[src/rtl/tea_pkg.sv]
// ----------------------------------------------------------------------------
// tea_pkg
// Shared types, constants and round-sum functions for the TEA cipher pipeline
// ----------------------------------------------------------------------------
package tea_pkg;

  localparam int ROUNDS = 32;
  localparam int CELLS  = 2 * ROUNDS;
  localparam logic [31:0] DELTA = 32'h9e37_79b9;

  localparam int CFG_IDX_W = 8;
  localparam logic [CFG_IDX_W-1:0] KEY_WORD0_IDX = 8'd0;
  localparam logic [CFG_IDX_W-1:0] KEY_WORD1_IDX = 8'd1;
  localparam logic [CFG_IDX_W-1:0] KEY_WORD2_IDX = 8'd2;
  localparam logic [CFG_IDX_W-1:0] KEY_WORD3_IDX = 8'd3;

  localparam logic OP_ENCRYPT = 1'b0;
  localparam logic OP_DECRYPT = 1'b1;

  typedef struct packed {
    logic        op;
    logic [31:0] block_word0;
    logic [31:0] block_word1;
  } in_word_t;

  typedef struct packed {
    logic [31:0] result_word0;
    logic [31:0] result_word1;
  } out_word_t;

  typedef struct packed {
    logic [31:0] k0;
    logic [31:0] k1;
    logic [31:0] k2;
    logic [31:0] k3;
  } key_t;

  // word in flight between cells
  typedef struct packed {
    logic        op;
    logic [31:0] x;
    logic [31:0] y;
  } cell_word_t;

  // round sum for encryption: (round + 1) * delta mod 2^32
  function automatic logic [31:0] enc_sum(input int round);
    logic [63:0] prod;
    prod = 64'(round + 1) * 64'(DELTA);
    return prod[31:0];
  endfunction

  // round sum for decryption: (ROUNDS - round) * delta mod 2^32
  function automatic logic [31:0] dec_sum(input int round);
    logic [63:0] prod;
    prod = 64'(ROUNDS - round) * 64'(DELTA);
    return prod[31:0];
  endfunction

endpackage

[src/rtl/tea_cell.sv]
// ----------------------------------------------------------------------------
// tea_cell
// One half-round of TEA: a single mix and add/subtract, registered
// ----------------------------------------------------------------------------
module tea_cell (
  input  logic               clk,
  input  logic               rst,
  input  logic               advance,
  input  logic               half,
  input  logic [31:0]        enc_sum,
  input  logic [31:0]        dec_sum,
  input  tea_pkg::key_t      key,
  input  logic               in_valid,
  input  tea_pkg::cell_word_t in_data,
  output logic               out_valid,
  output tea_pkg::cell_word_t out_data
);
  import tea_pkg::*;

  logic        src_is_x;
  logic [31:0] src;
  logic [31:0] dst;
  logic [31:0] sum;
  logic [31:0] ka;
  logic [31:0] kb;
  logic [31:0] mix;
  logic [31:0] dst_new;
  cell_word_t  data_next;

  always_comb begin
    // encrypt: first half updates x from y, second half y from x; decrypt mirrors
    src_is_x = half ^ in_data.op;
    src      = src_is_x ? in_data.x : in_data.y;
    dst      = src_is_x ? in_data.y : in_data.x;
    ka       = src_is_x ? key.k2 : key.k0;
    kb       = src_is_x ? key.k3 : key.k1;
    sum      = (in_data.op == OP_DECRYPT) ? dec_sum : enc_sum;
    mix      = ((src << 4) + ka) ^ (src + sum) ^ ((src >> 5) + kb);
    dst_new  = (in_data.op == OP_DECRYPT) ? (dst - mix) : (dst + mix);

    data_next    = in_data;
    if (src_is_x) begin
      data_next.y = dst_new;
    end else begin
      data_next.x = dst_new;
    end
  end

  always_ff @(posedge clk) begin
    if (rst) begin
      out_valid <= 1'b0;
    end else if (advance) begin
      out_valid <= in_valid;
    end
  end

  always_ff @(posedge clk) begin
    if (advance) begin
      out_data <= data_next;
    end
  end

endmodule

[config.mk]
export PLATFORM = sky130hd
export DESIGN_NAME = tea_cell
export DESIGN_NICKNAME = d
export VERILOG_FILES = /design/src/rtl/tea_pkg.sv /design/src/rtl/tea_cell.sv
export SDC_FILE = /design/constraint.sdc
export NUM_CORES = 1
export LEC_CHECK = 0
export BUFFER_PORTS_ARGS = -buffer_cell sky130_fd_sc_hd__clkbuf_2
export CAP_MARGIN = 20
export CORE_UTILIZATION = 32
export CTS_CLUSTER_DIAMETER = 40
export DETAILED_ROUTE_END_ITERATION = 7
export GPL_TIMING_DRIVEN = 0
export PLACE_DENSITY_LB_ADDON = 0.2
export SYNTH_ARGS = -nofsm -noshare
export SYNTH_HDL_FRONTEND = slang
export SYNTH_SLANG_ARGS = --single-unit
[constraint.sdc]
create_clock -name clk -period 20.8 [get_ports clk]
set_input_delay 2.08 -clock clk [delete_from_list [all_inputs] [get_ports clk]]
set_output_delay 2.08 -clock clk [all_outputs]
set_load 0.01 [all_outputs]
## Word-level counts from Yosys, hierarchy flattened

Cells that the tools add are included.
W data, S select, Z words.

| word-level totals | value |
|---|---|
| word-level logic and storage cells | 20 |
| bits in latches | 0 |
| ROM bits | 0 |
| input bits | 262 |
| bits in writable memories | 0 |
| register bits | 66 |
| memories | 0 |
| output and inout port bits | 66 |

| cells by class | value |
|---|---|
| magnitude comparators | 0 |
| bitwise gates (word level) | 3 |
| divide/modulo/power cells | 0 |
| shifts and indexed selects | 0 |
| multiply operators | 0 |
| $add $sub $neg | 5 |
| eq/ne operators | 0 |
| multiplexer cells | 8 |
| reduce and logical (&&, ||, !) cells | 0 |

Operators by type and width:

| cell | number |
|---|---|
| $mux W32 | 8 |
| $add A32 B32 Y32 | 3 |
| $xor A32 B32 Y32 | 2 |
| $add A27 B32 Y32 | 1 |
| $sub A32 B32 Y32 | 1 |
| $xor A1 B1 Y1 | 1 |

## Longest topological paths before layout

| logic depth | value |
|---|---|
| depth in word-level cells | 8 |
| mapped depth | 36 |
| gate-level depth less buffers | 30 |

## Least setup slack after synthesis

No wires, ideal clock.

| path | value |
|---|---|
| kind | in2reg |
| start point | in half |
| end point | reg out_data[31] (netlist bit), data pin |
| stages | 33 |
| arrival | 8.704 ns |
| setup slack | 11.831 ns |
| data required time | 20.535 ns |
| library setup time | 0.265 ns |
| path buffers | 6 |
| path through | xnor2_2 > buf_4 > buf_1 > clkbuf_1 > clkbuf_1 > nand2_1 > nand2_1 > ha_1 > clkbuf_1 > a21o_1 > a221o_1 > a21oi_1 > o22ai_1 > nor3_2 > xnor2_1 > xnor3_1 > or3_4 > nor3b_4 > nor2_1 > xnor2_1 > ha_1 > clkbuf_1 > a21o_1 > a21oi_1 > o21ai_0 > a311oi_1 > nor3_1 > o31ai_1 > a21oi_1 > o22a_1 > xnor2_1 > xnor2_1 > o211ai_1 |

RTL lines:

| what | line | text |
|---|---|---|
| start: declaration | tea_cell.sv:9 | `input logic half,` |
| end signal: assignment | tea_cell.sv:59 | `out_data <= data_next;` |
| end: declaration | tea_cell.sv:16 | `output tea_pkg::cell_word_t out_data` |

==> metrics.yaml <==
cts_root_buffer: "clkbuf_16"
dpl.hpwl_um: 41400
drt_wl_total_um: 47900
drc: 0
place_ws_ns: 8.90
min_path_type: "flop to flop"
cp_data_required_time_ns: 20.87
final.period_utilization_pct: 56.3
ys_warn_count: 0
portBuffers: 323
numCtsBuffers: 9
nNetsFinal: 2312
synth.distinct_cells: 87
hold_viol_final: 0
p_leak_nw: 7.16
fin_skew_ns: 0
critical_path_arrival_ns: 11.77
cts_resized: 0
antenna_left: 0
drt_pre_antenna_iters: 6
ys_seq_area_share_pct: 16.3
gp_congestion: 0.925
grt_pass1_wl_um: 69700
layout_min_cycle_time_ns: 11.71
antenna_cells: 0
clk_pin_slew_worst_paths_ns: 0.05
die_y_um: 197
synth-edff-count: 65
synth-seq-cells: 66
start_kind: "input pin"
grt_pass1_vias: 11900
synth-main-ff-cell: "edfxtp_1"
grt_max_degree: 67
area_growth_pct: 21.1
gr-total-overflow: 0
clock_latency_ns: 0.33
rsz0062_at_grt: "no"
endpoint_kind: "flop"
htree_num_levels: 3
max_clock_freq_ghz: 0.0854
cts_max_path_buffers: 2
tightest_slew_ns: 1.08
floorplan.die_area_um2: 38600
setup_viol: 0
power_density_nw_per_um2: 143
vias: 12800
syn_area_per_cell_um2: 7.59
timing.final.ws_setup_ns: 9.09
synth_fp_nets: 1977
io_pins: 328
setup_tns_ns: 0
rows: 70
layout-drive-gt1-share_pct: 21.4
gr-usage-all-layers_pct: 24.0
relSlewSlack_pct: 27.7
async_flop_share_pct: 0
hold_buffers: 0
crit_fanout: 10
cts_tree: "yes"
cp_slowest_cell: "clkbuf_1"
core_um2: 37000
via_per_inst: 5.23
cts.sink_count: 66
vdd_drop_max_v: 0.0000558
routedWlPerCell_um: 19.6
start_util_pct: 32.8
crit_path_max_incr_delay_ns: 0.86
post_cts_buffers: 0
syn_inst: 1595
fp.dieW_um: 197
drv_cap: 0
fillerInstances: 3992
drt_iter0_markers: 1067
outcome: "finished clean"
syn-cell-area_um2: 12100
path_class: "input pin to flop"
maxSlewViolCount: 0
antenna_found_initial: 0
[final timing paths]
kind              cells past startpoint            to  slack [ns]      start
hold reg to reg                       2     out_valid        0.49  out_valid
setup / recovery                     35  out_data[63]        9.09       half
setup reg to reg                      2     out_valid       20.22  out_valid
hold / removal                        2     out_valid        0.49  out_valid
[worst max-delay path, delay by kind of cell]
family | cells | cell delay, ns
buffers and inverters | 7 | 2.80
AO/OA/AOI/OAI | 10 | 2.60
AND/OR/NAND/NOR | 10 | 1.90
adder cells (fa/ha/maj) | 2 | 0.53
XOR/XNOR | 6 | 1.82
[metrics by stage]
stage | std cells | utilization [%] | hold slack [ns] | total power [mW] | instance area (um^2)
2_1_floorplan | 1595 | - | 0.528 | 1.49 | 12100
3_5_place_dp | 2422 | 38.8 | 0.482 | 1.93 | 14400
5_1_grt | 2439 | 39.7 | 0.572 | 2.27 | 14700
3_3_place_gp | 2422 | 38.8 | 0.477 | 1.91 | 14400
4_1_cts | 2438 | 39.6 | 0.495 | 2.08 | 14600
6_report | 2439 | 39.7 | 0.489 | 2.10 | 14700
[area by class of cell]
cell class | instances | area (um^2) | area share, %
tap | 504 | 631 | 4.30
clock inverter | 6 | 57.6 | 0.393
inverter | 38 | 143 | 0.973
clock buffer | 10 | 229 | 1.56
multi-input combinational | 1426 | 9730 | 66.3
timing repair buffer | 324 | 1630 | 11.1
sequential | 66 | 1970 | 13.5
buffer | 65 | 269 | 1.83
[power breakdown]
group / internal (mW) / switching (mW)
Combinational: 0.686 / 0.992
Clock: 0.0916 / 0.0540
Sequential: 0.256 / 0.0167
Total: 1.03 / 1.06
[cell usage in the layout, fill, tap and decap left out, types with 14 or more instances in the layout]
cell type / Yosys / layout
inv_1: 37 / 37
a211oi_1: 14 / 14
nand4_1: 18 / 18
edfxtp_1: 65 / 65
a21o_1: 67 / 67
xnor2_1: 140 / 140
o21ai_0: 114 / 114
a31oi_1: 21 / 21
clkbuf_2: 0 / 322
mux2_2: 31 / 31
clkbuf_1: 53 / 54
mux2i_1: 26 / 26
ha_1: 118 / 118
a21oi_1: 101 / 101
o21bai_1: 14 / 14
nand2_1: 410 / 410
xor2_1: 50 / 50
nor2_1: 63 / 63
nand3_1: 30 / 30
[cell families after synthesis]
| group | count (synthesis) | share of synthesized area [%] |
|---|---|---|
| simple gates | 621 | 22.6 |
| buf+inv | 103 | 3.40 |
| fa+ha+maj | 124 | 12.9 |
| compound gates | 411 | 21.9 |
| flops | 66 | 16.3 |
| mux | 61 | 5.70 |
| xor+xnor | 209 | 17.2 |
[sequential cells by signal (all words and copies together) (netlist names)]
name	cells
out_data	65
out_valid	1
[synthesized netlist by cell type (4+ instances only)]
master / number / area share, %
nand2_1: 410 / 13
xnor2_1: 140 / 10
ha_1: 118 / 12
o21ai_0: 114 / 4.7
a21oi_1: 101 / 4.2
a21o_1: 67 / 4.2
edfxtp_1: 65 / 16
nor2_1: 63 / 2.0
clkbuf_1: 53 / 1.6
xor2_1: 50 / 3.6
inv_1: 37 / 1.1
mux2_2: 31 / 2.9
nand3_1: 30 / 1.2
mux2i_1: 26 / 2.1
a31oi_1: 21 / 1.1
nand4_1: 18 / 0.93
a211oi_1: 14 / 0.87
o21bai_1: 14 / 0.87
nand2b_1: 13 / 0.67
nor2b_1: 13 / 0.67
nor3_1: 13 / 0.54
xnor3_1: 13 / 2.4
and2_1: 12 / 0.62
or2_2: 12 / 0.62
o21a_1: 10 / 0.62
and3_1: 9 / 0.46
o211ai_1: 7 / 0.43
a311oi_1: 6 / 0.43
buf_1: 6 / 0.19
or3_1: 6 / 0.31
a211o_1: 5 / 0.36
o21ai_1: 5 / 0.21
o22ai_1: 5 / 0.26
a221oi_1: 4 / 0.29
maj3_1: 4 / 0.33
nor4_1: 4 / 0.21
o31ai_1: 4 / 0.25
[metal layers]
metal / share of wire, % / wire (um) / vias to the layer above / GRT usage (%)
met5: 0 / 0 / - / 0
met4: 1.6 / 760 / 0 / 5.53
met3: 5.1 / 2450 / 35 / 1.69
met2: 44 / 21000 / 430 / 38.2
met1: 49 / 23700 / 5936 / 35.1
li1: - / - / 6349 / -
(Power assumes the default switching activity.)
